==> config.mk <==
export PLATFORM = sky130hd
export DESIGN_NAME = tcp_sender_retransmit_ctrl_flat
export DESIGN_NICKNAME = d
export VERILOG_FILES = /design/src/sv/tsrc_pkg.sv /design/src/sv/tsrc_if.sv /design/src/sv/tcp_sender_retransmit_ctrl.sv /design/src/sv/tsrc_ctrl.sv /design/src/sv/tsrc_dp.sv /design/src/flat_wrapper.sv
export SDC_FILE = /design/constraint.sdc
export NUM_CORES = 2
export LEC_CHECK = 0
export BUFFER_PORTS_ARGS = -buffer_cell sky130_fd_sc_hd__buf_2
export CORE_UTILIZATION = 55
export CTS_CLUSTER_DIAMETER = 60
export DETAILED_ROUTE_END_ITERATION = 10
export GPL_ROUTABILITY_DRIVEN = 0
export HOLD_SLACK_MARGIN = 0.08
export PLACE_DENSITY_LB_ADDON = 0.15
export SLEW_MARGIN = 15
export SYNTH_ARGS = -nofsm -noshare
export SYNTH_HDL_FRONTEND = slang
export SYNTH_HIERARCHICAL = 1
export SYNTH_SLANG_ARGS = --single-unit
==> constraint.sdc <==
create_clock -name clock -period 14 [get_ports clock]
set_input_delay 0.7 -clock clock [delete_from_list [all_inputs] [get_ports clock]]
set_output_delay 0.7 -clock clock [all_outputs]
set_load 0.005 [all_outputs]
==> src/sv/tsrc_pkg.sv <==
package tsrc_pkg;

   // Defaults of the top-level parameters
   localparam int unsigned DEF_QUEUE_DEPTH = 16;
   localparam int unsigned DEF_MAX_PAYLOAD = 1452;

   // Result buffer for one item
   localparam int unsigned MAX_RES   = 16;
   localparam int unsigned RES_IDX_W = $clog2(MAX_RES);
   localparam int unsigned RES_CNT_W = $clog2(MAX_RES + 1);

   // Command codes
   localparam logic [2:0] CMD_WRITE = 3'd0;
   localparam logic [2:0] CMD_END   = 3'd1;
   localparam logic [2:0] CMD_ACK   = 3'd2;
   localparam logic [2:0] CMD_TICK  = 3'd3;
   localparam logic [2:0] CMD_EMPTY = 3'd4;

   // Register map
   localparam int unsigned CSR_ADDR_W = 4;
   localparam logic [1:0] REG_ISN      = 2'd0;
   localparam logic [1:0] REG_TIMEOUT  = 2'd1;
   localparam logic [1:0] REG_CAPACITY = 2'd2;

   localparam logic [15:0] RESET_TIMEOUT  = 16'd1000;
   localparam logic [15:0] RESET_CAPACITY = 16'd65000;

   typedef struct packed {
      logic load;
      logic exec;
      logic ack_cmp;
      logic ack_upd;
      logic ret_chk;
      logic tick_chk;
      logic fill_a;
      logic fill_b;
      logic fill_c;
      logic fill_end;
      logic drain_adv;
   } dp_cmd_type;

   typedef struct packed {
      logic [2:0] command;
      logic       ack_bad;
      logic       can_fill;
      logic       fill_go;
      logic       ret_ok;
      logic       drain_last;
   } dp_stat_type;

   typedef struct packed {
      logic [31:0] seqno;
      logic        syn;
      logic        fin;
      logic [10:0] pay;
      logic [31:0] offset;
      logic        retx;
   } result_type;

endpackage

==> src/sv/tsrc_if.sv <==
interface tsrc_req_if;
   logic        valid;
   logic        ready;
   logic [2:0]  command;
   logic [15:0] byte_count;
   logic [31:0] ack_number;
   logic [15:0] advertised_window;
   logic [15:0] elapsed_ms;

   modport source (output valid, command, byte_count, ack_number, advertised_window,
                   elapsed_ms, input ready);
   modport sink (input valid, command, byte_count, ack_number, advertised_window,
                 elapsed_ms, output ready);
endinterface

interface tsrc_rsp_if;
   logic        valid;
   logic        ready;
   logic        segment_valid;
   logic [31:0] seqno;
   logic        syn_flag;
   logic        fin_flag;
   logic [10:0] payload_length;
   logic [31:0] stream_offset;
   logic        is_retransmit;
   logic        ack_valid;
   logic [7:0]  retransmit_count;
   logic [16:0] in_flight_bytes;
   logic        last;

   modport source (output valid, segment_valid, seqno, syn_flag, fin_flag, payload_length,
                   stream_offset, is_retransmit, ack_valid, retransmit_count,
                   in_flight_bytes, last, input ready);
   modport sink (input valid, segment_valid, seqno, syn_flag, fin_flag, payload_length,
                 stream_offset, is_retransmit, ack_valid, retransmit_count,
                 in_flight_bytes, last, output ready);
endinterface

==> src/sv/tcp_sender_retransmit_ctrl.sv <==
// TCP sender sequence and retransmission control on segment descriptors. Each request
// transfer carries one command (bytes written, input ended, ack, timer tick, empty segment
// request); the block answers with one or more response transfers, the final one flagged
// by last, and takes the next request only after that final response has been taken.
// A command that produces no segment gives a single status response. Every response of
// one command carries the status values (ack_valid, retransmit_count, in_flight_bytes)
// as they stand at the end of that command. Each command is accepted and decoded; a
// tick then checks the timer; an ack compares and updates, and a valid one then checks
// and retires the ring head one entry at a time until a head check fails (the
// outstanding ring is read through a registered memory port); write, end and valid
// acks then run the window-fill loop, one emitted segment per pass through its fill_a,
// fill_b and fill_c steps, until the loop finds it is done and closes it in fill_end;
// then the responses go out one per cycle while the receiver is ready. Configuration
// goes through the APB port (initial_seqno at 0x0, initial_timeout_ms at 0x4,
// stream_capacity at 0x8) while idle; the user must see to this, the block does not.
module tcp_sender_retransmit_ctrl
   import tsrc_pkg::*;
#(
   parameter int unsigned QUEUE_DEPTH = DEF_QUEUE_DEPTH,
   parameter int unsigned MAX_PAYLOAD = DEF_MAX_PAYLOAD
)(
   input  logic                  clock,
   input  logic                  reset,
   tsrc_req_if.sink              req_chan,
   tsrc_rsp_if.source            rsp_chan,
   input  logic                  psel,
   input  logic                  penable,
   input  logic                  pwrite,
   input  logic [CSR_ADDR_W-1:0] paddr,
   input  logic [31:0]           pwdata,
   output logic [31:0]           prdata,
   output logic                  pready
);

   dp_cmd_type  cmd;
   dp_stat_type stat;
   result_type  res;
   logic        req_fire, rsp_fire;
   logic        req_ready, rsp_valid;
   logic        csr_wr;
   logic        seg_valid;

   // A transfer completes when both sides agree
   assign req_fire = req_chan.valid && req_ready;
   assign rsp_fire = rsp_valid && rsp_chan.ready;

   assign pready = 1'b1;
   assign csr_wr = psel && penable && pwrite;

   tsrc_ctrl u_ctrl (
      .clock     (clock),
      .reset     (reset),
      .req_fire  (req_fire),
      .rsp_fire  (rsp_fire),
      .stat      (stat),
      .cmd       (cmd),
      .req_ready (req_ready),
      .rsp_valid (rsp_valid)
   );

   tsrc_dp #(
      .QUEUE_DEPTH (QUEUE_DEPTH),
      .MAX_PAYLOAD (MAX_PAYLOAD)
   ) u_dp (
      .clock                (clock),
      .reset                (reset),
      .cmd                  (cmd),
      .stat                 (stat),
      .in_command           (req_chan.command),
      .in_byte_count        (req_chan.byte_count),
      .in_ack_number        (req_chan.ack_number),
      .in_advertised_window (req_chan.advertised_window),
      .in_elapsed_ms        (req_chan.elapsed_ms),
      .out_res              (res),
      .out_ack_valid        (rsp_chan.ack_valid),
      .out_retx_count       (rsp_chan.retransmit_count),
      .out_in_flight        (rsp_chan.in_flight_bytes),
      .out_last             (rsp_chan.last),
      .out_seg_valid        (seg_valid),
      .csr_wr               (csr_wr),
      .csr_idx              (paddr[3:2]),
      .csr_wdata            (pwdata),
      .csr_rdata            (prdata)
   );

   assign req_chan.ready = req_ready;
   assign rsp_chan.valid = rsp_valid;

   // Status responses carry a zero descriptor and segment_valid low
   assign rsp_chan.segment_valid  = seg_valid;
   assign rsp_chan.seqno          = res.seqno;
   assign rsp_chan.syn_flag       = res.syn;
   assign rsp_chan.fin_flag       = res.fin;
   assign rsp_chan.payload_length = res.pay;
   assign rsp_chan.stream_offset  = res.offset;
   assign rsp_chan.is_retransmit  = res.retx;

`ifndef SYNTHESIS
   // Never take a request while responses are pending
   assert property (@(posedge clock) disable iff (reset) !(rsp_valid && req_ready))
      else $error("request taken while responses pending");
   // After a request transfer the block is not ready in the next cycle
   assert property (@(posedge clock) disable iff (reset) req_fire |=> !req_ready)
      else $error("ready high right after request transfer");
   // The final response frees the block
   assert property (@(posedge clock) disable iff (reset)
                    (rsp_fire && rsp_chan.last) |=> req_ready)
      else $error("block not idle after final response");
   // Empty segment requests always yield a segment
   assert property (@(posedge clock) disable iff (reset)
                    (rsp_valid && stat.command == CMD_EMPTY) |-> rsp_chan.segment_valid)
      else $error("empty segment request without segment");
`endif

endmodule

==> src/sv/tsrc_ctrl.sv <==
module tsrc_ctrl
   import tsrc_pkg::*;
(
   input  logic        clock,
   input  logic        reset,
   input  logic        req_fire,
   input  logic        rsp_fire,
   input  dp_stat_type stat,
   output dp_cmd_type  cmd,
   output logic        req_ready,
   output logic        rsp_valid
);

   typedef enum logic [3:0] {
      ST_IDLE, ST_EXEC, ST_ACK_CMP, ST_ACK_UPD, ST_RET_WAIT, ST_RET_CHK, ST_TICK_CHK,
      ST_FILL_A, ST_FILL_B, ST_FILL_C, ST_FILL_END, ST_DRAIN
   } state_type;

   state_type state_ff, state_in;

   always_comb begin
      state_in      = state_ff;
      cmd           = '0;
      req_ready     = 1'b0;
      rsp_valid     = 1'b0;
      case (state_ff)
         ST_IDLE: begin
            req_ready = 1'b1;
            cmd.load  = req_fire;
            if (req_fire) state_in = ST_EXEC;
         end
         ST_EXEC: begin
            cmd.exec = 1'b1;
            case (stat.command)
               CMD_WRITE, CMD_END: state_in = ST_FILL_A;
               CMD_ACK:            state_in = ST_ACK_CMP;
               CMD_TICK:           state_in = ST_TICK_CHK;
               default:            state_in = ST_DRAIN;
            endcase
         end
         ST_ACK_CMP: begin
            cmd.ack_cmp = 1'b1;
            state_in    = ST_ACK_UPD;
         end
         ST_ACK_UPD: begin
            cmd.ack_upd = 1'b1;
            state_in    = stat.ack_bad ? ST_DRAIN : ST_RET_WAIT;
         end
         ST_RET_WAIT: state_in = ST_RET_CHK;
         ST_RET_CHK: begin
            cmd.ret_chk = 1'b1;
            state_in    = stat.ret_ok ? ST_RET_WAIT : ST_FILL_A;
         end
         ST_TICK_CHK: begin
            cmd.tick_chk = 1'b1;
            state_in     = ST_DRAIN;
         end
         ST_FILL_A: begin
            cmd.fill_a = 1'b1;
            state_in   = stat.can_fill ? ST_FILL_B : ST_FILL_END;
         end
         ST_FILL_B: begin
            cmd.fill_b = 1'b1;
            state_in   = ST_FILL_C;
         end
         ST_FILL_C: begin
            cmd.fill_c = 1'b1;
            state_in   = stat.fill_go ? ST_FILL_A : ST_FILL_END;
         end
         ST_FILL_END: begin
            cmd.fill_end = 1'b1;
            state_in     = ST_DRAIN;
         end
         ST_DRAIN: begin
            rsp_valid     = 1'b1;
            cmd.drain_adv = rsp_fire;
            if (rsp_fire && stat.drain_last) state_in = ST_IDLE;
         end
         default: state_in = ST_IDLE;
      endcase
   end

   always_ff @(posedge clock) begin
      if (reset) begin
         state_ff <= ST_IDLE;
      end else begin
         state_ff <= state_in;
      end
   end

endmodule

==> src/sv/tsrc_dp.sv <==
module tsrc_dp
   import tsrc_pkg::*;
#(
   parameter int unsigned QUEUE_DEPTH = DEF_QUEUE_DEPTH,
   parameter int unsigned MAX_PAYLOAD = DEF_MAX_PAYLOAD
)(
   input  logic        clock,
   input  logic        reset,
   input  dp_cmd_type  cmd,
   output dp_stat_type stat,
   input  logic [2:0]  in_command,
   input  logic [15:0] in_byte_count,
   input  logic [31:0] in_ack_number,
   input  logic [15:0] in_advertised_window,
   input  logic [15:0] in_elapsed_ms,
   output result_type  out_res,
   output logic        out_ack_valid,
   output logic [7:0]  out_retx_count,
   output logic [16:0] out_in_flight,
   output logic        out_last,
   output logic        out_seg_valid,
   input  logic        csr_wr,
   input  logic [1:0]  csr_idx,
   input  logic [31:0] csr_wdata,
   output logic [31:0] csr_rdata
);

   localparam int unsigned RING_IDX_W = (QUEUE_DEPTH > 1) ? $clog2(QUEUE_DEPTH) : 1;
   localparam int unsigned RING_CNT_W = $clog2(QUEUE_DEPTH + 1);
   localparam logic [RING_IDX_W-1:0] RING_LAST = RING_IDX_W'(QUEUE_DEPTH - 1);
   localparam logic [RING_CNT_W-1:0] RING_FULL = RING_CNT_W'(QUEUE_DEPTH);
   localparam logic [15:0] PAY_MAX = 16'(MAX_PAYLOAD);
   localparam logic [RES_CNT_W-1:0] RES_FULL = RES_CNT_W'(MAX_RES);

   typedef struct packed {
      logic [63:0] start;
      logic [10:0] len;
      logic        syn;
      logic        fin;
   } ring_entry_type;

   // Configuration
   logic [31:0] isn_ff;
   logic [15:0] init_to_ff, cap_ff;
   // Latched item
   logic [2:0]  cmd_ff;
   logic [15:0] cnt_ff, win_ff, ms_ff;
   logic [31:0] ackn_ff;
   // Connection state
   logic [63:0] next_ff, acked_ff, wedge_ff;
   logic        lwn_ff, done_ff, syn_sent_ff, fin_sent_ff, tact_ff;
   logic [15:0] buf_ff;
   logic [31:0] tcnt_ff, cto_ff;
   logic [7:0]  retx_ff;
   logic [RING_IDX_W-1:0] head_ff, tail_ff;
   logic [RING_CNT_W-1:0] used_ff;
   logic        ack_ok_ff;
   // Step scratch
   logic [63:0] a_ff, esum_ff, edge_ff;
   logic        gt_ff, ge_ff, room_ff;
   logic [16:0] free_ff;
   logic [RES_CNT_W-1:0] res_cnt_ff;
   logic [RES_IDX_W-1:0] rd_ptr_ff, rd_ptr_in;
   result_type     res_mem [MAX_RES];
   result_type     res_rd_ff;
   ring_entry_type ring_mem [QUEUE_DEPTH];
   ring_entry_type ring_rd_ff;

   // Ack unwrap
   logic [31:0] off_w, ndiff_w;
   logic [32:0] diff_w;
   logic        down_w, up_w;
   logic [63:0] a_in;
   always_comb begin
      off_w   = ackn_ff - isn_ff;
      diff_w  = {1'b0, off_w} - {1'b0, next_ff[31:0]};
      ndiff_w = next_ff[31:0] - off_w;
      down_w  = !diff_w[32] && (diff_w[31:0] > 32'h8000_0000) && (next_ff[63:32] != 32'd0);
      up_w    = diff_w[32] && (ndiff_w > 32'h8000_0000);
      if (down_w)      a_in = {next_ff[63:32] - 32'd1, off_w};
      else if (up_w)   a_in = {next_ff[63:32] + 32'd1, off_w};
      else             a_in = {next_ff[63:32], off_w};
   end

   // Retire check on the head entry
   logic [63:0] ret_end_w;
   logic        ret_ok_w;
   assign ret_end_w = ring_rd_ff.start + {53'd0, ring_rd_ff.len};
   assign ret_ok_w  = (used_ff != '0) && (ret_end_w <= acked_ff);

   // Segment cut
   logic [15:0] pay1_w;
   logic [16:0] pay2_w, free_w;
   logic [63:0] fdiff_w;
   logic [10:0] pay_w, len_w;
   logic        seg_fin_w, fill_go_w;
   always_comb begin
      pay1_w    = (buf_ff > PAY_MAX) ? PAY_MAX : buf_ff;
      pay2_w    = ({1'b0, pay1_w} > free_ff) ? free_ff : {1'b0, pay1_w};
      pay_w     = syn_sent_ff ? pay2_w[10:0] : 11'd0;
      seg_fin_w = syn_sent_ff && done_ff && (pay2_w == {1'b0, buf_ff}) && (pay2_w < free_ff);
      fill_go_w = room_ff && (!syn_sent_ff ||
                              (!fin_sent_ff && ((pay2_w != 17'd0) || seg_fin_w)));
      len_w     = pay_w + {10'd0, !syn_sent_ff} + {10'd0, seg_fin_w};
      fdiff_w   = edge_ff - next_ff;
      free_w    = (|fdiff_w[63:17]) ? '1 : fdiff_w[16:0];
   end

   // Timer
   logic [32:0] tsum_w;
   logic        fire_w;
   assign tsum_w = {1'b0, tcnt_ff} + {17'd0, ms_ff};
   assign fire_w = cmd.tick_chk && tact_ff && (tcnt_ff >= cto_ff) && (used_ff != '0);

   // Result write port
   logic       emit_w, fill_w;
   result_type emit_res_w;
   assign fill_w = cmd.fill_c && fill_go_w;
   always_comb begin
      emit_w     = 1'b0;
      emit_res_w = '0;
      if (fill_w) begin
         emit_w            = 1'b1;
         emit_res_w.seqno  = isn_ff + next_ff[31:0];
         emit_res_w.syn    = !syn_sent_ff;
         emit_res_w.fin    = seg_fin_w;
         emit_res_w.pay    = pay_w;
         emit_res_w.offset = syn_sent_ff ? next_ff[31:0] - 32'd1 : 32'd0;
      end else if (fire_w) begin
         emit_w            = 1'b1;
         emit_res_w.seqno  = isn_ff + ring_rd_ff.start[31:0];
         emit_res_w.syn    = ring_rd_ff.syn;
         emit_res_w.fin    = ring_rd_ff.fin;
         emit_res_w.pay    = ring_rd_ff.len - {10'd0, ring_rd_ff.syn}
                             - {10'd0, ring_rd_ff.fin};
         emit_res_w.offset = ring_rd_ff.syn ? 32'd0 : ring_rd_ff.start[31:0] - 32'd1;
         emit_res_w.retx   = 1'b1;
      end else if (cmd.exec && cmd_ff == CMD_EMPTY) begin
         emit_w            = 1'b1;
         emit_res_w.seqno  = isn_ff + next_ff[31:0];
         emit_res_w.offset = next_ff[31:0] - {31'd0, syn_sent_ff} - {31'd0, fin_sent_ff};
      end
   end

   // Read address for the next cycle; a result written to it passes straight through
   always_comb begin
      rd_ptr_in = rd_ptr_ff;
      if (cmd.load) rd_ptr_in = '0;
      else if (cmd.drain_adv) rd_ptr_in = rd_ptr_ff + 1'b1;
   end

   always_ff @(posedge clock) begin
      if (emit_w) res_mem[res_cnt_ff[RES_IDX_W-1:0]] <= emit_res_w;
      if (emit_w && res_cnt_ff[RES_IDX_W-1:0] == rd_ptr_in) res_rd_ff <= emit_res_w;
      else res_rd_ff <= res_mem[rd_ptr_in];
   end

   always_ff @(posedge clock) begin
      if (fill_w) ring_mem[tail_ff] <= '{start: next_ff, len: len_w, syn: !syn_sent_ff,
                                         fin: seg_fin_w};
      ring_rd_ff <= ring_mem[head_ff];
   end

   logic [16:0] wsum_w;
   assign wsum_w = {1'b0, buf_ff} + {1'b0, cnt_ff};

   always_ff @(posedge clock) begin
      if (reset) begin
         isn_ff      <= '0;
         init_to_ff  <= RESET_TIMEOUT;
         cap_ff      <= RESET_CAPACITY;
         cmd_ff      <= CMD_WRITE;
         next_ff     <= '0;
         acked_ff    <= '0;
         wedge_ff    <= 64'd1;
         lwn_ff      <= 1'b1;
         done_ff     <= 1'b0;
         syn_sent_ff <= 1'b0;
         fin_sent_ff <= 1'b0;
         tact_ff     <= 1'b0;
         buf_ff      <= '0;
         tcnt_ff     <= '0;
         cto_ff      <= {16'd0, RESET_TIMEOUT};
         retx_ff     <= '0;
         head_ff     <= '0;
         tail_ff     <= '0;
         used_ff     <= '0;
         ack_ok_ff   <= 1'b1;
         res_cnt_ff  <= '0;
         rd_ptr_ff   <= '0;
      end else begin
         if (csr_wr) begin
            case (csr_idx)
               REG_ISN: isn_ff <= csr_wdata;
               REG_TIMEOUT: begin
                  init_to_ff <= csr_wdata[15:0];
                  if (used_ff == '0) cto_ff <= {16'd0, csr_wdata[15:0]};
               end
               REG_CAPACITY: cap_ff <= csr_wdata[15:0];
               default: ;
            endcase
         end
         if (cmd.load) begin
            cmd_ff     <= in_command;
            res_cnt_ff <= '0;
            rd_ptr_ff  <= '0;
            ack_ok_ff  <= 1'b1;
         end
         if (cmd.exec) begin
            case (cmd_ff)
               CMD_WRITE: begin
                  if (!done_ff) buf_ff <= (wsum_w > {1'b0, cap_ff}) ? cap_ff : wsum_w[15:0];
               end
               CMD_END: done_ff <= 1'b1;
               CMD_TICK: begin
                  if (tact_ff) tcnt_ff <= tsum_w[32] ? '1 : tsum_w[31:0];
               end
               default: ;
            endcase
         end
         if (cmd.ack_upd && !gt_ff) begin
            if (ge_ff) begin
               acked_ff <= a_ff;
               wedge_ff <= esum_ff;
               lwn_ff   <= win_ff != 16'd0;
            end
         end
         if (cmd.ack_upd && gt_ff) ack_ok_ff <= 1'b0;
         if (cmd.ret_chk && ret_ok_w) begin
            head_ff <= (head_ff == RING_LAST) ? '0 : head_ff + 1'b1;
            used_ff <= used_ff - 1'b1;
            cto_ff  <= {16'd0, init_to_ff};
            retx_ff <= '0;
            tcnt_ff <= '0;
         end
         if (fire_w) begin
            if (lwn_ff) begin
               if (retx_ff != 8'hFF) retx_ff <= retx_ff + 8'd1;
               cto_ff <= cto_ff[31] ? '1 : {cto_ff[30:0], 1'b0};
            end
            tcnt_ff <= '0;
         end
         if (fill_w) begin
            tail_ff     <= (tail_ff == RING_LAST) ? '0 : tail_ff + 1'b1;
            used_ff     <= used_ff + 1'b1;
            next_ff     <= next_ff + {53'd0, len_w};
            buf_ff      <= buf_ff - {5'd0, pay_w};
            syn_sent_ff <= 1'b1;
            if (seg_fin_w) fin_sent_ff <= 1'b1;
            if (!tact_ff) begin
               tact_ff <= 1'b1;
               tcnt_ff <= '0;
            end
         end
         if (cmd.fill_end && cmd_ff == CMD_ACK && used_ff == '0) tact_ff <= 1'b0;
         if (emit_w) res_cnt_ff <= res_cnt_ff + 1'b1;
         if (cmd.drain_adv) rd_ptr_ff <= rd_ptr_ff + 1'b1;
      end
   end

   // Item payload and step scratch, no reset needed
   always_ff @(posedge clock) begin
      if (cmd.load) begin
         cnt_ff  <= in_byte_count;
         ackn_ff <= in_ack_number;
         win_ff  <= in_advertised_window;
         ms_ff   <= in_elapsed_ms;
      end
      if (cmd.exec) a_ff <= a_in;
      if (cmd.ack_cmp) begin
         gt_ff   <= a_ff > next_ff;
         ge_ff   <= a_ff >= acked_ff;
         esum_ff <= a_ff + {48'd0, win_ff};
      end
      if (cmd.fill_a) edge_ff <= wedge_ff + {63'd0, !lwn_ff};
      if (cmd.fill_b) begin
         room_ff <= edge_ff > next_ff;
         free_ff <= free_w;
      end
   end

   always_comb begin
      case (csr_idx)
         REG_ISN:      csr_rdata = isn_ff;
         REG_TIMEOUT:  csr_rdata = {16'd0, init_to_ff};
         REG_CAPACITY: csr_rdata = {16'd0, cap_ff};
         default:      csr_rdata = 32'd0;
      endcase
   end

   assign stat.command    = cmd_ff;
   assign stat.ack_bad    = gt_ff;
   assign stat.can_fill   = (res_cnt_ff < RES_FULL) && (used_ff < RING_FULL);
   assign stat.fill_go    = fill_go_w;
   assign stat.ret_ok     = ret_ok_w;
   assign stat.drain_last = out_last;

   assign out_seg_valid  = (res_cnt_ff != '0);
   assign out_res        = (res_cnt_ff == '0) ? '0 : res_rd_ff;
   assign out_last       = (res_cnt_ff == '0) || ({1'b0, rd_ptr_ff} == res_cnt_ff - 1'b1);
   assign out_ack_valid  = ack_ok_ff;
   assign out_retx_count = retx_ff;
   assign out_in_flight  = next_ff[16:0] - acked_ff[16:0];

endmodule

==> src/flat_wrapper.sv <==
// flat-port wrapper written by rule: the top's interface ports become plain ports
module tcp_sender_retransmit_ctrl_flat import tsrc_pkg::*;
#(
   parameter int unsigned QUEUE_DEPTH = DEF_QUEUE_DEPTH,
   parameter int unsigned MAX_PAYLOAD = DEF_MAX_PAYLOAD
)
  (clock, reset, psel, penable, pwrite, paddr, pwdata, prdata, pready, req_chan_valid, req_chan_command, req_chan_byte_count, req_chan_ack_number, req_chan_advertised_window, req_chan_elapsed_ms, req_chan_ready, rsp_chan_valid, rsp_chan_segment_valid, rsp_chan_seqno, rsp_chan_syn_flag, rsp_chan_fin_flag, rsp_chan_payload_length, rsp_chan_stream_offset, rsp_chan_is_retransmit, rsp_chan_ack_valid, rsp_chan_retransmit_count, rsp_chan_in_flight_bytes, rsp_chan_last, rsp_chan_ready);
  tsrc_req_if req_chan_i ();
  tsrc_rsp_if rsp_chan_i ();
  input  logic clock;
  input  logic reset;
  input  logic psel;
  input  logic penable;
  input  logic pwrite;
  input  logic [CSR_ADDR_W-1:0] paddr;
  input  logic [31:0] pwdata;
  output logic [31:0] prdata;
  output logic pready;
  input wire logic [$bits(req_chan_i.valid)-1:0] req_chan_valid;
  input wire logic [$bits(req_chan_i.command)-1:0] req_chan_command;
  input wire logic [$bits(req_chan_i.byte_count)-1:0] req_chan_byte_count;
  input wire logic [$bits(req_chan_i.ack_number)-1:0] req_chan_ack_number;
  input wire logic [$bits(req_chan_i.advertised_window)-1:0] req_chan_advertised_window;
  input wire logic [$bits(req_chan_i.elapsed_ms)-1:0] req_chan_elapsed_ms;
  output wire logic [$bits(req_chan_i.ready)-1:0] req_chan_ready;
  output wire logic [$bits(rsp_chan_i.valid)-1:0] rsp_chan_valid;
  output wire logic [$bits(rsp_chan_i.segment_valid)-1:0] rsp_chan_segment_valid;
  output wire logic [$bits(rsp_chan_i.seqno)-1:0] rsp_chan_seqno;
  output wire logic [$bits(rsp_chan_i.syn_flag)-1:0] rsp_chan_syn_flag;
  output wire logic [$bits(rsp_chan_i.fin_flag)-1:0] rsp_chan_fin_flag;
  output wire logic [$bits(rsp_chan_i.payload_length)-1:0] rsp_chan_payload_length;
  output wire logic [$bits(rsp_chan_i.stream_offset)-1:0] rsp_chan_stream_offset;
  output wire logic [$bits(rsp_chan_i.is_retransmit)-1:0] rsp_chan_is_retransmit;
  output wire logic [$bits(rsp_chan_i.ack_valid)-1:0] rsp_chan_ack_valid;
  output wire logic [$bits(rsp_chan_i.retransmit_count)-1:0] rsp_chan_retransmit_count;
  output wire logic [$bits(rsp_chan_i.in_flight_bytes)-1:0] rsp_chan_in_flight_bytes;
  output wire logic [$bits(rsp_chan_i.last)-1:0] rsp_chan_last;
  input wire logic [$bits(rsp_chan_i.ready)-1:0] rsp_chan_ready;
  assign req_chan_i.valid = req_chan_valid;
  assign req_chan_i.command = req_chan_command;
  assign req_chan_i.byte_count = req_chan_byte_count;
  assign req_chan_i.ack_number = req_chan_ack_number;
  assign req_chan_i.advertised_window = req_chan_advertised_window;
  assign req_chan_i.elapsed_ms = req_chan_elapsed_ms;
  assign req_chan_ready = req_chan_i.ready;
  assign rsp_chan_valid = rsp_chan_i.valid;
  assign rsp_chan_segment_valid = rsp_chan_i.segment_valid;
  assign rsp_chan_seqno = rsp_chan_i.seqno;
  assign rsp_chan_syn_flag = rsp_chan_i.syn_flag;
  assign rsp_chan_fin_flag = rsp_chan_i.fin_flag;
  assign rsp_chan_payload_length = rsp_chan_i.payload_length;
  assign rsp_chan_stream_offset = rsp_chan_i.stream_offset;
  assign rsp_chan_is_retransmit = rsp_chan_i.is_retransmit;
  assign rsp_chan_ack_valid = rsp_chan_i.ack_valid;
  assign rsp_chan_retransmit_count = rsp_chan_i.retransmit_count;
  assign rsp_chan_in_flight_bytes = rsp_chan_i.in_flight_bytes;
  assign rsp_chan_last = rsp_chan_i.last;
  assign rsp_chan_i.ready = rsp_chan_ready;
  tcp_sender_retransmit_ctrl #(.QUEUE_DEPTH(QUEUE_DEPTH), .MAX_PAYLOAD(MAX_PAYLOAD)) u_core (.clock(clock), .reset(reset), .req_chan(req_chan_i), .rsp_chan(rsp_chan_i), .psel(psel), .penable(penable), .pwrite(pwrite), .paddr(paddr), .pwdata(pwdata), .prdata(prdata), .pready(pready));
endmodule
==> summary.md <==
| Metric | Value |
|---|---|
| Vias in the first global route | `94800` |
| Cells after Synth | `10500` |
| IO Count | `267` |
| Fin crit period | `10.90 ns` |
| Clock root buffer | `clkbuf_16` |
| Top fanout value on the critical path | `21` |
| Multi-input gate area | `56100 µm²` |
| WP data arrival | `11.66 ns` |
| Layout cells sized above 1 | `0.179` |
| Die H | `527 µm` |
| Worst Slack Setup Final | `3.10 ns` |
| Port bufs | `263` |
| Cts bufs inserted | `341` |
| Share of the synthesized area in the top cell type | `0.550` |
| Cell Area, Synth | `151000 µm²` |
| CORE AREA | `274000 µm²` |
| Net Sw Frac | `0.270` |
| Outcome | `finished, final reports clean` |
| Pre-CTS setup slack | `3.25 ns` |
| Clk sinks | `3232` |
| Critical path's slowest cell | `nor2b_1` |
| Number of synthesized flops with an enable pin | `2772` |
| #FFs+latches synth | `3232` |
| Crit-path max cell delay | `0.94 ns` |
| Setup repair bufs after CTS | `0` |
| CP startpoint kind | `register` |
| Switching pwr | `6430 µW` |
| Syn avg cell area | `14.4 µm²` |
| Gate power share | `0.153` |
| Drc violations | `0` |
| Die W | `527 µm` |
| YS warnings | `6` |
| Antenna violations before repair | `19` |
| PD cells | `140 nW/µm²` |
| # rows | `192` |
| Most frequent cells in the layout | `edfxtp_1, nand2_1, mux4_2` |
| Seq pwr share | `0.465` |
| HPWL after DPL | `290 mm` |
| Prevailing post-synth register cell | `edfxtp_1` |
| First-pass GRT wire length | `646 mm` |
| Overflow after GRT | `0` |
| DRT antenna net count | `0` |
| Detailed-route wire length | `449 mm` |
| Post-synthesis sequential area ratio | `0.611` |
| Sequential cell area | `92500 µm²` |
| Critical Path RT | `14.76 ns` |
| Maximum number of pins on one net before global-route repair | `149` |
| Final Hold Fails | `0` |
| CTS tree | `yes` |
| Clock Latency Late Sink | `0.94 ns` |
| Commonest non-fill, non-tap cell in the layout | `edfxtp_1` |
| Number of fill cells | `19800` |
| GRT Total Usage | `0.321` |
| Crit path from | `u_core/u_dp/buf_ff[12]$_SDFFE_PP0P_` |
| Max VDD drop | `0.126 mV` |
| Pleak | `0.0579 µW` |
| MaxCap Viol Count | `0` |
| Slew at the pin with the worst max-slew slack | `1.37 ns` |
| Area Growth Syn to Fin | `12.3%` |
| Critical R2R Launch | `u_core/u_dp/buf_ff[12]$_SDFFE_PP0P_` |
| Cell mode on critical path | `ha_1` |
| Async SR Flop Fraction | `0` |
| Final setup TNS | `0 ns` |
| Setup CP Type | `register to register` |
| HP Class | `input port to register` |
| Die area | `277000 µm²` |
| Initial core utilization | `0.553` |
| P_int | `17400 µW` |
| DR vias/cell | `6.47` |
| Via count | `96100` |
| Clock tree buffer depth | `4` |
| Synth area leaders | `edfxtp_1, mux4_2, dfxtp_1` |
| Rel. slew slack | `0.0833` |
| Final-report setup violation count | `0` |
| Slew Limit Fails | `0` |
| Post-layout nets | `11700` |
| Critical Path End Type | `register` |
| CTS clk-pin slew, worst paths | `0.06 ns` |
| TritonRoute pass-1 iters | `8` |
| WL per Instance | `30.2 µm` |
| Initial drt markers | `10100` |
| Netlist cell types | `125` |
| Clock share of power | `0.383` |
| Max Fclk | `91.7 MHz` |
| HP Start | `pwdata[14]` |
| RSZ-0062 raised after global routing | `false` |
| Cell taking the most area after synthesis | `edfxtp_1` |
| Clock H-tree levels | `5` |
| Setup Skew | `0.0489 ns` |
| Fin crit share | `0.779` |
metrics by stage:
step	utilization	total power (µW)	instance area, µm²	hold slack [ns]	cells
after floorplan	-	13600	151000	0.433	10500
after global placement	0.575	14600	157000	0.442	14100
after detailed placement	0.575	14700	157000	0.447	14100
after CTS	0.620	23800	170000	0.0806	14900
after global routing	0.621	24500	170000	0.103	14900
final	0.621	23800	170000	0.131	14900
final cells by class:
class	count	share of cell area
Multi-Input combinational cell	6424	0.330
Antenna cell	9	0.000132
Timing Repair Buffer	582	0.0241
Clock inverter	155	0.0101
Inverter	401	0.00886
Tap cell	3589	0.0264
Clock buffer	471	0.0563
Sequential cell	3232	0.544
Yosys cell counts, drive strengths merged, types with 75 or more instances:
cell    instances
xnor2         395
ha            618
o21ai         283
nand4         151
dfxtp         460
nand3         200
mux2i          75
xor2          178
nor2          581
and3           83
clkbuf        327
nor2b          80
edfxtp       2772
nand2b         83
mux4          775
nand2         826
inv           394
nor3          222
buf           135
and2          142
a21o          192
a21oi         606
per-layer routing:
| metal | share of wire | track usage | vias up |
|---|---|---|---|
| li1 | - | - | 41600 |
| met1 | 0.37 | 0.400 | 48800 |
| met2 | 0.47 | 0.522 | 4709 |
| met3 | 0.084 | 0.0535 | 1118 |
| met4 | 0.076 | 0.206 | 8 |
| met5 | 0.00010 | 0 | - |
power groups by stage:
| stage | logic (µW) | clock network (µW) | registers [µW] |
|---|---|---|---|
| 2_1_floorplan | 2540 | 0 | 11100 |
| 3_3_place_gp | 3390 | 0 | 11200 |
| 3_5_place_dp | 3470 | 0 | 11200 |
| 4_1_cts | 3520 | 9210 | 11000 |
| 5_1_grt | 3920 | 9570 | 11100 |
| 6_report | 3630 | 9100 | 11100 |
path summary, 6_finish.rpt:
path | end | slack (ns) | cells after the start
setup / recovery | u_core/u_dp/next_ff[41]$_SDFFE_PP0P_ | 3.10 | 36
hold / removal | u_core/u_dp/init_to_ff[14]$_SDFFE_PP0P_ | 0.13 | 3
setup reg to reg | u_core/u_dp/next_ff[41]$_SDFFE_PP0P_ | 3.10 | 36
hold reg to reg | u_core/u_dp/acked_ff[52]$_SDFFE_PP0P_ | 0.45 | 2
critical path: cells and delay by family (launching register included):
kind / cells / cell delay [ns]
muxes: 1 / 0.42
xor gates and xnor gates: 2 / 0.33
buffers and inverters: 2 / 0.48
DFF: 1 / 0.40
and+or+nand+nor: 17 / 5.32
AOI/OAI and AO/OA: 9 / 2.34
adders and majority gates: 5 / 1.43
cells by family after synthesis:
group / count (synthesis) / share of synthesized area
AO/OA/AOI/OAI: 1678 / 0.0713
XOR/XNOR: 573 / 0.0332
adder cells (fa/ha/maj): 634 / 0.0532
buffers and inverters: 864 / 0.0230
flip-flops: 3232 / 0.611
multiplexers: 860 / 0.121
other: 2 / 0.0000496
AND/OR/NAND/NOR: 2673 / 0.0872
sequential cells by signal, summed over array words and instances, names as in the netlist, 16 cells and up, named ones only:
| name | flops |
|---|---|
| u_core/u_dp/ring_mem | 1232 |
| u_core/u_dp/a_ff | 64 |
| u_core/u_dp/cto_ff | 32 |
| u_core/u_dp/acked_ff | 64 |
| u_core/u_dp/isn_ff | 32 |
| u_core/u_dp/next_ff | 64 |
| u_core/u_dp/ackn_ff | 32 |
| u_core/u_dp/edge_ff | 64 |
| u_core/u_dp/tcnt_ff | 32 |
| u_core/u_dp/free_ff | 17 |
| u_core/u_dp/ms_ff | 16 |
| u_core/u_dp/wedge_ff | 64 |
| u_core/u_dp/esum_ff | 64 |
| u_core/u_dp/cap_ff | 16 |
| u_core/u_dp/ring_rd_ff | 77 |
| u_core/u_dp/buf_ff | 16 |
| u_core/u_dp/init_to_ff | 16 |
| u_core/u_dp/cnt_ff | 16 |
| u_core/u_dp/win_ff | 16 |
| u_core/u_dp/res_mem | 1248 |
what timing repair did:
| item | CTS | global route |
|---|---|---|
| hold endpoints to repair | 127 | 0 |
| gates resized for setup | 0 | 0 |
| hold buffers | 102 | 0 |
(Power assumes the default switching activity.)
